`config.mk`:
```
export PLATFORM = sky130hd
export DESIGN_NAME = fsh_sort_cell
export DESIGN_NICKNAME = d
export VERILOG_FILES = /design/src/sv/fsh_pkg.sv /design/src/sv/fsh_sort_cell.sv
export SDC_FILE = /design/constraint.sdc
export NUM_CORES = 1
export LEC_CHECK = 0
export BUFFER_PORTS_ARGS = -buffer_cell sky130_fd_sc_hd__buf_2
export CAP_MARGIN = 25
export CORE_MARGIN = 3
export CORE_UTILIZATION = 42
export DETAILED_ROUTE_END_ITERATION = 6
export HOLD_SLACK_MARGIN = 0.08
export PLACE_DENSITY_LB_ADDON = 0.25
export SYNTH_ARGS = -nofsm -noshare
export SYNTH_HDL_FRONTEND = slang
export SYNTH_SLANG_ARGS = --single-unit
```
`constraint.sdc`:
```
create_clock -name clk -period 3.92 [get_ports clk]
set_input_delay 0.784 -clock clk [delete_from_list [all_inputs] [get_ports clk]]
set_output_delay 0.784 -clock clk [all_outputs]
set_load 0.02 [all_outputs]
```
`src/sv/fsh_pkg.sv`:
```
// Shared types and constants for the frequency-sorted histogram core.
package fsh_pkg;

  localparam int VALUE_W       = 6;
  localparam int COUNT_W       = 11;
  localparam int VALUE_SPAN    = 64;
  localparam int COUNT_MAX     = 2047;
  localparam int NUM_BINS_DEF  = 64;
  localparam int MAX_ITEMS_DEF = 1024;

  // One value and its count as held in a sorter cell.
  typedef struct packed {
    logic               valid;
    logic [VALUE_W-1:0] value;
    logic [COUNT_W-1:0] count;
  } item_t;

  // Control broadcast to every histogram cell.
  typedef struct packed {
    logic               load;
    logic [VALUE_W-1:0] value;
    logic               drain;
  } hist_ctl_t;

  // Control broadcast to every sorter cell.
  typedef struct packed {
    logic  insert;
    logic  pop;
    item_t item;
  } sort_ctl_t;

endpackage

```
`src/sv/fsh_sort_cell.sv`:
```
// One sorter cell: keeps its item, takes the new one, or takes a neighbor's.
module fsh_sort_cell
  import fsh_pkg::*;
(
  input  logic      clk,
  input  logic      rst,
  input  sort_ctl_t ctl,
  input  item_t     left_item,
  input  logic      left_gt,
  input  item_t     right_item,
  output item_t     item,
  output logic      gt
);

  item_t item_next;

  // An empty cell or a strictly larger count yields to the new item, which
  // keeps equal counts in arrival order.
  assign gt = !item.valid || (item.count > ctl.item.count);

  always_comb begin
    item_next = item;
    if (ctl.pop) begin
      item_next = right_item;
    end else if (ctl.insert && gt) begin
      item_next = left_gt ? left_item : ctl.item;
    end
  end

  always_ff @(posedge clk) begin
    if (rst) begin
      item.valid <= 1'b0;
    end else begin
      item.valid <= item_next.valid;
    end
    item.value <= item_next.value;
    item.count <= item_next.count;
  end

endmodule

```
-- Yosys cells after proc, flatten, opt, wreduce, memory -nomap -nowiden
Cells that the tools add are included.
W data, S select, Z words.
- memory bits (writable): 0
- input bits: 59
- output and inout bits: 19
- memory bits (read-only): 0
- logic and storage cells: 11
- bits in registers: 18
- memories kept: 0
- latch bits: 0
- eq/ne operators: 0
- add/subtract/negate cells: 0
- shifts and indexed selects: 0
- order comparisons: 1
- multiplexer cells: 3
- multiply operators: 0
- bitwise gates (word level): 0
- divide/modulo/power cells: 0
- reduce and logical (&&, ||, !) cells: 4
- operators by type and width (cell ; number):
    $mux W18 ; 3
    $gt A11 B11 Y1 ; 1
    $reduce_bool A2 Y1 ; 1
    $logic_and A1 B1 Y1 ; 1
    $logic_not A1 Y1 ; 1
    $logic_or A1 B1 Y1 ; 1

-- Longest topological paths before layout
- word-level depth: 5
- gate-level depth with buffers: 7
- depth with buffers taken out: 7

-- Least setup slack after synthesis
No wires, ideal clock.
- path type: input -> register
- from: input ctl[6] (netlist bit)
- to: register item[0] (netlist bit), enable pin
- path buffers: 0
- path slack: 0.479 ns
- required time: 3.502 ns
- arrival: 3.024 ns
- cell stages on the path: 7
- setup time: 0.418 ns
- path through: inv_1 > ha_1 > nand2_1 > nor2_1 > a2111oi_0 > o311a_1 > o31ai_1
- word-level cells in the longest chain between the ends: 4
- ends and longest elaborated chain (what ; RTL line ; text):
    start: declaration ; fsh_sort_cell.sv:7 ; input sort_ctl_t ctl,
    $gt A11 B11 Y1 ; fsh_sort_cell.sv:19 ; assign gt = !item.valid || (item.count > ctl.item.count);
    $logic_or A1 B1 Y1 ; fsh_sort_cell.sv:19 ;
    $logic_and A1 B1 Y1 ; fsh_sort_cell.sv:25 ; end else if (ctl.insert && gt) begin
    $reduce_bool A2 Y1 (no source line) ; -- ;
    end: declaration ; fsh_sort_cell.sv:11 ; output item_t item,
Every way passes these cells.
A chain may end at the register's enable or synchronous reset.

-- Final worst setup path
- from: input ctl[4] (netlist bit)
- to: output gt
- word-level cells in the longest chain between the ends: 2
- ends and longest elaborated chain (what ; RTL line ; text):
    $gt A11 B11 Y1 ; fsh_sort_cell.sv:19 ;
    $logic_or A1 B1 Y1 ; fsh_sort_cell.sv:19 ;
    end: declaration ; fsh_sort_cell.sv:12 ; output logic gt
Every way passes these cells.

==> impl_metrics.tcl <==
set metrics [dict create \
    min_period_ns 3.20 \
    clock_sinks 18 \
    synthTopCellsByArea "edfxtp_1, mux2i_1, ha_1" \
    synthAdderAreaFrac_pct 11.3 \
    setup_tns_ns 0 \
    power.share.clock_pct 18.7 \
    max_freq_mhz 313 \
    syn_nets 195 \
    worst_slew_pin_slew_ns 0.563 \
    power_density_nw_per_um2 307 \
    placed_cell_area_um2 1630 \
    numCtsBuffers 3 \
    vdd_drop_max_mv 0.212 \
    switching_share_pct 32.1 \
    reg2regPathDepth 7 \
    drv_slew 0 \
    yosys.area.top_type "edfxtp_1" \
    coreArea_um2 2610 \
    startpoint_type "primary input" \
    crit_type "in -> out" \
    final_core_util_pct 63.5 \
    drt-total-wl_um 3030 \
    drive_above_1_share_pct 40.8 \
    r2r-start "item[9]" \
    layout_commonest_cell "buf_2" \
    worst-r2r-setup-slack_ns 1.45 \
    synth_top_family_by_area "multiplexers" \
    p_sw_w 0.000163 \
    die-area_um2 3580 \
    endpoint "gt" \
    finish.instance_area_um2 1660 \
    h-tree-depth 1 \
    yosys.area_share.simple_pct 9.57 \
    syn_area_per_cell_um2 9.73 \
    path_clk_slew_ns 0.10 \
    antenna_found_initial 0 \
    chipHeight_um 59.8 \
    top_register "item" \
    multi_input_area_um2 623 \
    synth_cell_type_count 21 \
    status "finished clean" \
    critPathArrivalTime_ns 2.42 \
    finalSetupViolCount 0 \
    intPower_w 0.000346 \
    synthCells 125 \
    io_buffer_count 77 \
    rows 18 \
    yosysWarnings 0 \
    final-hold-violation-count 0 \
    cp.required_ns 3.14 \
    routedWlPerCell_um 13.1 \
    setup.worst_path.end_class "primary output" \
    cts_tree "done" \
    hold_class "reg -> reg" \
    largest_reg_flops 18 \
    synth_xor_area_share_pct 0 \
    synth_top_area_share_pct 42.0 \
    cellLeakagePower_nw 0.874 \
    reg2reg_to "item[1]" \
    synth_seq_cells 18 \
    cts_buffer_depth 2 \
    cts_setup_buffers 0 \
    drtIter0Drc 29 \
    syn2layout_area_growth_pct 36.4 \
    clock_latency_ns 0.29 \
    dp_hpwl_um 2430 \
    crit_fanout 3 \
    whs_ns 0.640 \
    grt.total_usage_pct 17.3 \
    final_nets 272 \
    boundaryPins 78 \
    firstDrtPassIters 4 \
    drc_errors 0 \
    die_x_um 59.8 \
    cp-startpoint "ctl[4]" \
    vias 1153 \
    viasPerCell 4.99 \
    power_frac_seq_pct 48.8 \
    grt_max_degree 40 \
    synth_area_um2 1220 \
    largest_registers "item: 18 flops" \
    grt_pass1_wl_um 4710 \
    clockRootBuffer "clkbuf_4" \
    ant_nets 0 \
    relSlewSlack_pct 62.4 \
    synth_compound_gate_area_share_pct 14.4 \
    drv_cap 0 \
    synthMuxAreaShare_pct 14.8 \
    fin_crit_sh_pct 81.6 \
    ys_seq_area_share_pct 43.6 \
    ctsHoldBuffers 0 \
    final_cell_mix "buf_2, nand2_1, o21ai_0" \
    seq_area_um2 531 \
    antenna_cells 0 \
    finalClockSkew_ns 0.00641 \
    pwr-share-comb_pct 32.5 \
    cts_repair_resize_count 0 \
    rsz0062_at_grt "no" \
    gp_congestion 0.777 \
    grt_pass1_vias 1165 \
    grt_overflow_total 0 \
    start_util_pct 46.6 \
    fill_cells 244 \
]
## layer usage
layer	global-route usage, %	up-vias	share of wire, %
li1	-	600	-
met1	19.1	514	40
met2	33.0	37	54
met3	2.38	2	5.9
met4	6.33	0	0.46
met5	0	-	0
## worst max-delay path, cell delays in order
cell and delay, ns:
buf_2 0.09, inv_1 0.04, ha_1 0.30, a21oi_1 0.13, nor2_1 0.05, a2111oi_0 0.40
o311a_1 0.31, o21ai_0 0.13, buf_2 0.18
## stage by stage
stage	worst slack, ns	cells	power, W
after global placement	0.809	227	0.000414
final	0.720	231	0.000509
after floorplan	0.479	125	0.000349
after global routing	0.538	231	0.000543
after detailed placement	0.756	227	0.000419
after CTS	0.744	231	0.000516
## power groups by stage
stage / registers (W) / clock network (W) / logic (W)
5_1_grt: 0.000251 / 0.000106 / 0.000185
3_3_place_gp: 0.000252 / 0 / 0.000162
2_1_floorplan: 0.000282 / 0 / 0.0000673
3_5_place_dp: 0.000253 / 0 / 0.000166
6_report: 0.000248 / 0.0000954 / 0.000165
4_1_cts: 0.000249 / 0.0000997 / 0.000168
## synth_stat cells (all sizes together)
master    n
o31ai     1
nor2      2
o311a     1
dfxtp     1
a2111oi   1
o21ai    21
nand3     2
inv      13
o41a      1
and4      1
edfxtp   17
a21o      1
mux2i    18
nand2    21
a21oi     5
ha       11
nand2b    1
buf       2
clkbuf    4
nor3      1
## worst min path at each step
stage | from | end | slack, ns | depth (start not counted)
floorplan | item[17] | item[17] | 0.65 | 3
global placement | item[17] | item[17] | 0.58 | 3
detailed placement | item[17] | item[17] | 0.62 | 3
CTS | item[17] | item[17] | 0.63 | 3
global route | item[17] | item[17] | 0.68 | 3
finish | item[17] | item[17] | 0.64 | 3
## logic make-up (layout without fill, tap and decap cells)
| logic type | Yosys count | after routing |
|---|---|---|
| flops | 18 | 18 |
| mux | 18 | 18 |
| fa+ha+maj | 11 | 11 |
| simple gates | 28 | 28 |
| compound gates | 31 | 31 |
| buf+inv | 19 | 95 |
## layout make-up
cell class / instances / share of cell area, %
multi-input combinational: 88 / 37.6
sequential: 18 / 32.0
timing repair buffer: 78 / 23.7
inverter: 13 / 2.94
tap: 30 / 2.26
clock buffer: 3 / 1.36
clock inverter: 1 / 0.226
Note: power is estimated with default switching activity, not from simulation.
