<file path="config.mk">
export PLATFORM = sky130hd
export DESIGN_NAME = fsh_hist_cell
export DESIGN_NICKNAME = d
export VERILOG_FILES = /design/src/sv/fsh_pkg.sv /design/src/sv/fsh_hist_cell.sv
export SDC_FILE = /design/constraint.sdc
export NUM_CORES = 1
export LEC_CHECK = 0
export ABC_AREA = 1
export BUFFER_PORTS_ARGS = -buffer_cell sky130_fd_sc_hd__buf_2
export CORE_MARGIN = 2
export CORE_UTILIZATION = 30
export DETAILED_ROUTE_END_ITERATION = 8
export SLEW_MARGIN = 20
export SYNTH_ARGS = -nofsm -noshare
export SYNTH_HDL_FRONTEND = slang
export SYNTH_SLANG_ARGS = --single-unit
export TNS_END_PERCENT = 100
</file>
<file path="constraint.sdc">
create_clock -name clk -period 2.6 [get_ports clk]
set_clock_uncertainty 0.15 [all_clocks]
set_input_delay 0.52 -clock clk [delete_from_list [all_inputs] [get_ports clk]]
set_output_delay 0.52 -clock clk [all_outputs]
set_load 0.1 [all_outputs]
</file>
<file path="src/sv/fsh_pkg.sv">
// Shared types and constants for the frequency-sorted histogram core.
package fsh_pkg;

  localparam int VALUE_W       = 6;
  localparam int COUNT_W       = 11;
  localparam int VALUE_SPAN    = 64;
  localparam int COUNT_MAX     = 2047;
  localparam int NUM_BINS_DEF  = 64;
  localparam int MAX_ITEMS_DEF = 1024;

  // One value and its count as held in a sorter cell.
  typedef struct packed {
    logic               valid;
    logic [VALUE_W-1:0] value;
    logic [COUNT_W-1:0] count;
  } item_t;

  // Control broadcast to every histogram cell.
  typedef struct packed {
    logic               load;
    logic [VALUE_W-1:0] value;
    logic               drain;
  } hist_ctl_t;

  // Control broadcast to every sorter cell.
  typedef struct packed {
    logic  insert;
    logic  pop;
    item_t item;
  } sort_ctl_t;

endpackage

</file>
<file path="src/sv/fsh_hist_cell.sv">
// One histogram bin: counts matching values and shifts toward bin 0 on drain.
module fsh_hist_cell
  import fsh_pkg::*;
#(
  parameter int IDX         = 0,
  parameter int COUNT_LIMIT = MAX_ITEMS_DEF
) (
  input  logic               clk,
  input  logic               rst,
  input  hist_ctl_t          ctl,
  input  logic [COUNT_W-1:0] right_count,
  output logic [COUNT_W-1:0] count
);

  localparam logic [COUNT_W-1:0] LIMIT = COUNT_W'(COUNT_LIMIT);
  localparam logic [VALUE_W-1:0] MY_VALUE = VALUE_W'(IDX);

  logic [COUNT_W-1:0] count_next;

  // Drain takes the neighbor's count; load adds one on a match until the limit.
  always_comb begin
    count_next = count;
    if (ctl.drain) begin
      count_next = right_count;
    end else if (ctl.load && ctl.value == MY_VALUE && count < LIMIT) begin
      count_next = count + COUNT_W'(1);
    end
  end

  always_ff @(posedge clk) begin
    if (rst) begin
      count <= '0;
    end else begin
      count <= count_next;
    end
  end

endmodule

</file>
## Yosys cells after proc, flatten, opt, wreduce, memory -nomap -nowiden

Cells that the tools add are included.

| word-level totals | value |
|---|---|
| bits of input ports | 21 |
| word-level logic and storage cells | 9 |
| output and inout bits | 11 |
| flip-flop bits (word level) | 11 |

| operators by class | value |
|---|---|
| $lt $le $gt $ge | 1 |
| reductions and logical operators | 4 |
| mux-type cells | 2 |
| $add $sub $neg | 1 |

Operators by type and width:

| kind | number |
|---|---|
| 11-bit 2-to-1 mux | 2 |
| 11-bit by 1-bit adder with 11-bit output (second input constant) | 1 |
| 11-bit less-than comparator (second input constant) | 1 |
| 6-bit logical NOT | 1 |
| 1-bit logical AND | 2 |
| 2-bit nonzero test | 1 |

## Longest topological paths before layout

| logic depth | value |
|---|---|
| depth after elaboration | 5 |
| depth in mapped cells | 9 |
| gate-level depth less buffers | 9 |

## Worst setup path after synthesis

Ideal clock, no wire load.

| timing | value |
|---|---|
| kind | register -> register |
| start | register count[0] |
| end | register count[8] |
| cell stages (with the launch flop) | 9 |
| library setup time | 128 ps |
| data required time | 2322 ps |
| slack | 459 ps |
| arrival | 1864 ps |
| period minus slack after synthesis | 2141 ps |
| path buffers | 0 |
| cell sequence | dfxtp_1 > ha_1 > nand3_1 > nor2_1 > nand2_1 > nand2_1 > nand2_1 > nor2_1 > nor2_1 |

| between the ends | value |
|---|---|
| longest elaborated chain between the ends | 3 |
| elaborated cells on any way between the ends | 6 |
| those cells by class | add/sub: 1; order compare: 1; mux: 2; reduce/logical: 2 |

RTL lines:

| what | RTL line | source |
|---|---|---|
| start, declared | fsh_hist_cell.sv:12 | `output logic [COUNT_W-1:0] count` |
| start signal, assigned | fsh_hist_cell.sv:34 | `count <= count_next;` |
| 11-bit by 1-bit adder with 11-bit output / 11-bit less-than comparator (equally long branches) | fsh_hist_cell.sv:26, fsh_hist_cell.sv:25 |  |
| 11-bit 2-to-1 mux / 1-bit logical AND (equally long branches) | fsh_hist_cell.sv:25 | `end else if (ctl.load && ctl.value == MY_VALUE && count < LIMIT) begin` |
| 11-bit 2-to-1 mux / 2-bit nonzero test (equally long branches) | n/a |  |

Several ways; a longest one is shown, not always the timed one. The select of a mux whose other input is x is not followed.
A chain may end at the register's enable or synchronous reset.

## Worst setup path after layout

| timing | value |
|---|---|
| start | register count[3] |
| end | output count[3] |

No word-level cell between the ends.

==> summary.md <==
| Metric | Value |
|---|---|
| Die height | `57.0 microns` |
| CP Cell Sequence | `buf_2` |
| Initial antenna violation count | `0` |
| First-pass GRT wire length | `~3500 microns` |
| Worst setup SP type | `flip-flop` |
| Register area share after synthesis | `26.2%` |
| Final setup vio count | `0` |
| Final core utilization | `38.6%` |
| Clk slew on worst S/H paths | `80 ps` |
| Htree depth | `1` |
| Unique masters post-synth | `19` |
| Cells after synthesis | `150` |
| CTS Hold Bufs | `0` |
| Post-CTS setup buffers | `0` |
| Syn Std Cell Area | `842 sq um` |
| Fraction of the cycle the final worst path needs | `72.7%` |
| Worst Path Arrival | `between 1000 and 1500 ps` |
| Antenna cells | `0` |
| FP Rows | `19` |
| Max incr delay on CP | `480 ps` |
| Crit. End Element | `output pin` |
| Setup TNS | `0 ps` |
| Top flop regs | `count (11)` |
| Post-DRT Antenna Nets | `0` |
| Clock tree root driver cell | `clkbuf_4` |
| DR vias/cell | `4.45` |
| Die Span X | `~57 microns` |
| WL final | `roughly 2100 microns` |
| Largest register FFs | `11` |
| Sequential share of power | `41.4%` |
| Largest net degree at the start of global routing | `19` |
| CTS Buf Count | `3` |
| Net Count, Synth | `around 170` |
| Seq cells post-synth | `11` |
| Vias in the first global route | `820` |
| Cell family with most CP delay | `buffers and inverters` |
| Initial drt markers | `32` |
| Net switching power | `0.000189 W` |
| HPWL after DPL | `between 1500 and 2000 microns` |
| Reg with most FFs | `count` |
| Switching Share | `40.9%` |
| Max Slew Vio Count | `0` |
| DR WL/cell | `slightly below 10 microns` |
| Nets@finish | `205` |
| Worst-Margin Slew | `490 ps` |
| Max Fclk | `529 MHz` |
| VDD IR max | `between 0.2 and 0.3 mV` |
| Final Hold Fails | `0` |
| Comb pwr share | `31.0%` |
| Initial Util | `31.1%` |
| Avg Inst Size Synth | `5.61 sq um` |
| Power Dens Cells | `441 nW/um^2` |
| Setup Crit Path Kind | `flip-flop to output pin` |
| Port bufs | `31` |
| Status | `finished, final reports clean` |
| Maxcap violations | `0` |
| Max-slew headroom | `67.6%` |
| Min cycle time layout | `1890 ps` |
| # IOs | `32` |
| Tot GR Track Use | `13.4%` |
| Pleak | `about 0.55 nW` |
| Max Buffers Root-to-Sink | `2` |
| Min-delay worst type | `flip-flop to flip-flop` |
| Total grt overflow | `0` |
| PostCTS Resize Cnt | `0` |
| Crit-path max FO | `7` |
| Die area | `3250 sq um` |
| Unrepaired setup endpoints after global routing | `no` |
| Worst Path Buf+Inv | `1` |
| Placer Congestion | `0.795` |
| Clock share of power | `between 20% and 30%` |
| Ys Warns | `0` |
| Core ar. | `2710 sq um` |
| Worst-Skew Late Latency | `280 ps` |
| Proportion of layout cells with a drive suffix above 1 | `roughly a quarter` |
| CTS tree | `done` |
| Number of remaining DRC errors | `0` |
| CP Data Required Time | `a little under 2000 ps` |
| 1st-pass router iterations | `4` |
| Area Overhead vs Synth | `24.2%` |
| Pint | `0.000272 W` |
| Clock Sinks | `11` |
| DR vias | `948` |
| CP max stage cell | `buf_2` |
-- routing by layer --
layer	GRT usage (%)	part of all wire (%)
met1	18.6	50
met2	20.2	42
met3	2.04	5.7
met4	6.98	2.1
met5	0	0
-- cells in the mapped netlist (all sizes together) --
| cell | n | area [sq um] |
|---|---|---|
| nand3 | 18 | 95.1 |
| nand2 | 56 | 218 |
| buf | 2 | 12.5 |
| a21oi | 11 | 55.1 |
| dfxtp | 11 | 220 |
| nor2 | 18 | 95.1 |
| clkbuf | 1 | 3.75 |
| xnor2 | 1 | 8.76 |
| clkinv | 1 | 3.75 |
| inv | 26 | 97.6 |
| o21ai | 4 | 20.0 |
| ha | 1 | 12.5 |
-- kinds of logic (layout without fill, tap and decap cells) --
group                    Yosys count  in the layout  share of synthesized area, %
buffers and inverters             30             62                          14.0
adder cells (fa/ha/maj)            1              1                          1.49
AO/OA/AOI/OAI                     15             15                          8.92
AND/OR/NAND/NOR                   92             92                          48.4
XOR/XNOR                           1              1                          1.04
flip-flops                        11             11                          26.2
-- layout by cell type, fill, tap and decap left out --
master    instances
clkbuf_1          1
inv_2             3
buf_2            31
nand2_2           3
clkbuf_4          3
nor2_1           13
nor2_2            2
nand3_2           1
a21oi_1          11
nand2_1          53
xnor2_1           1
ha_1              1
inv_1            23
o21ai_0           2
dfxtp_1          11
o21ai_1           2
nor2_4            3
nand3_1          17
clkinv_1          1
-- stage by stage --
step	instance area [sq um]	cells	worst slack (ps)	power [W]	hold slack [ps]
4_1_cts	1050	213	710	0.000465	378
3_5_place_dp	1020	209	1010	0.000338	366
5_1_grt	1050	213	662	0.000485	396
2_1_floorplan	842	150	459	0.000305	439
6_report	1050	213	710	0.000461	378
3_3_place_gp	1020	209	970	0.000339	366
-- power by group through the flow --
| stage | Sequential [W] | Clock [W] | Combinational (W) |
|---|---|---|---|
| final | 0.000191 | 0.000127 | 0.000143 |
| after global routing | 0.000193 | 0.000137 | 0.000155 |
| after CTS | 0.000191 | 0.000130 | 0.000144 |
| after detailed placement | 0.000195 | 0 | 0.000144 |
| after global placement | 0.000195 | 0 | 0.000143 |
| after floorplan | 0.000259 | 0 | 0.0000458 |
-- layout make-up --
type                            count  area (sq um)
Fill cell                         326          1660
Multi-Input combinational cell    109           504
Sequential cell                    11           220
Timing Repair Buffer               31           155
Inverter                           27           101
Tap cell                           31          38.8
Clock buffer                        4          26.3
-- path summary, 6_finish.rpt --
kind / end / startpoint / slack (ps) / cells after the start
worst max-delay path: count[3] / count[3] / 710 / 1
worst min-delay path: count[1] / count[1] / 380 / 2
worst max register to register: count[8] / count[0] / 1090 / 8
worst min register to register: count[1] / count[1] / 380 / 2
Note: power is estimated with default switching activity, not from simulation.
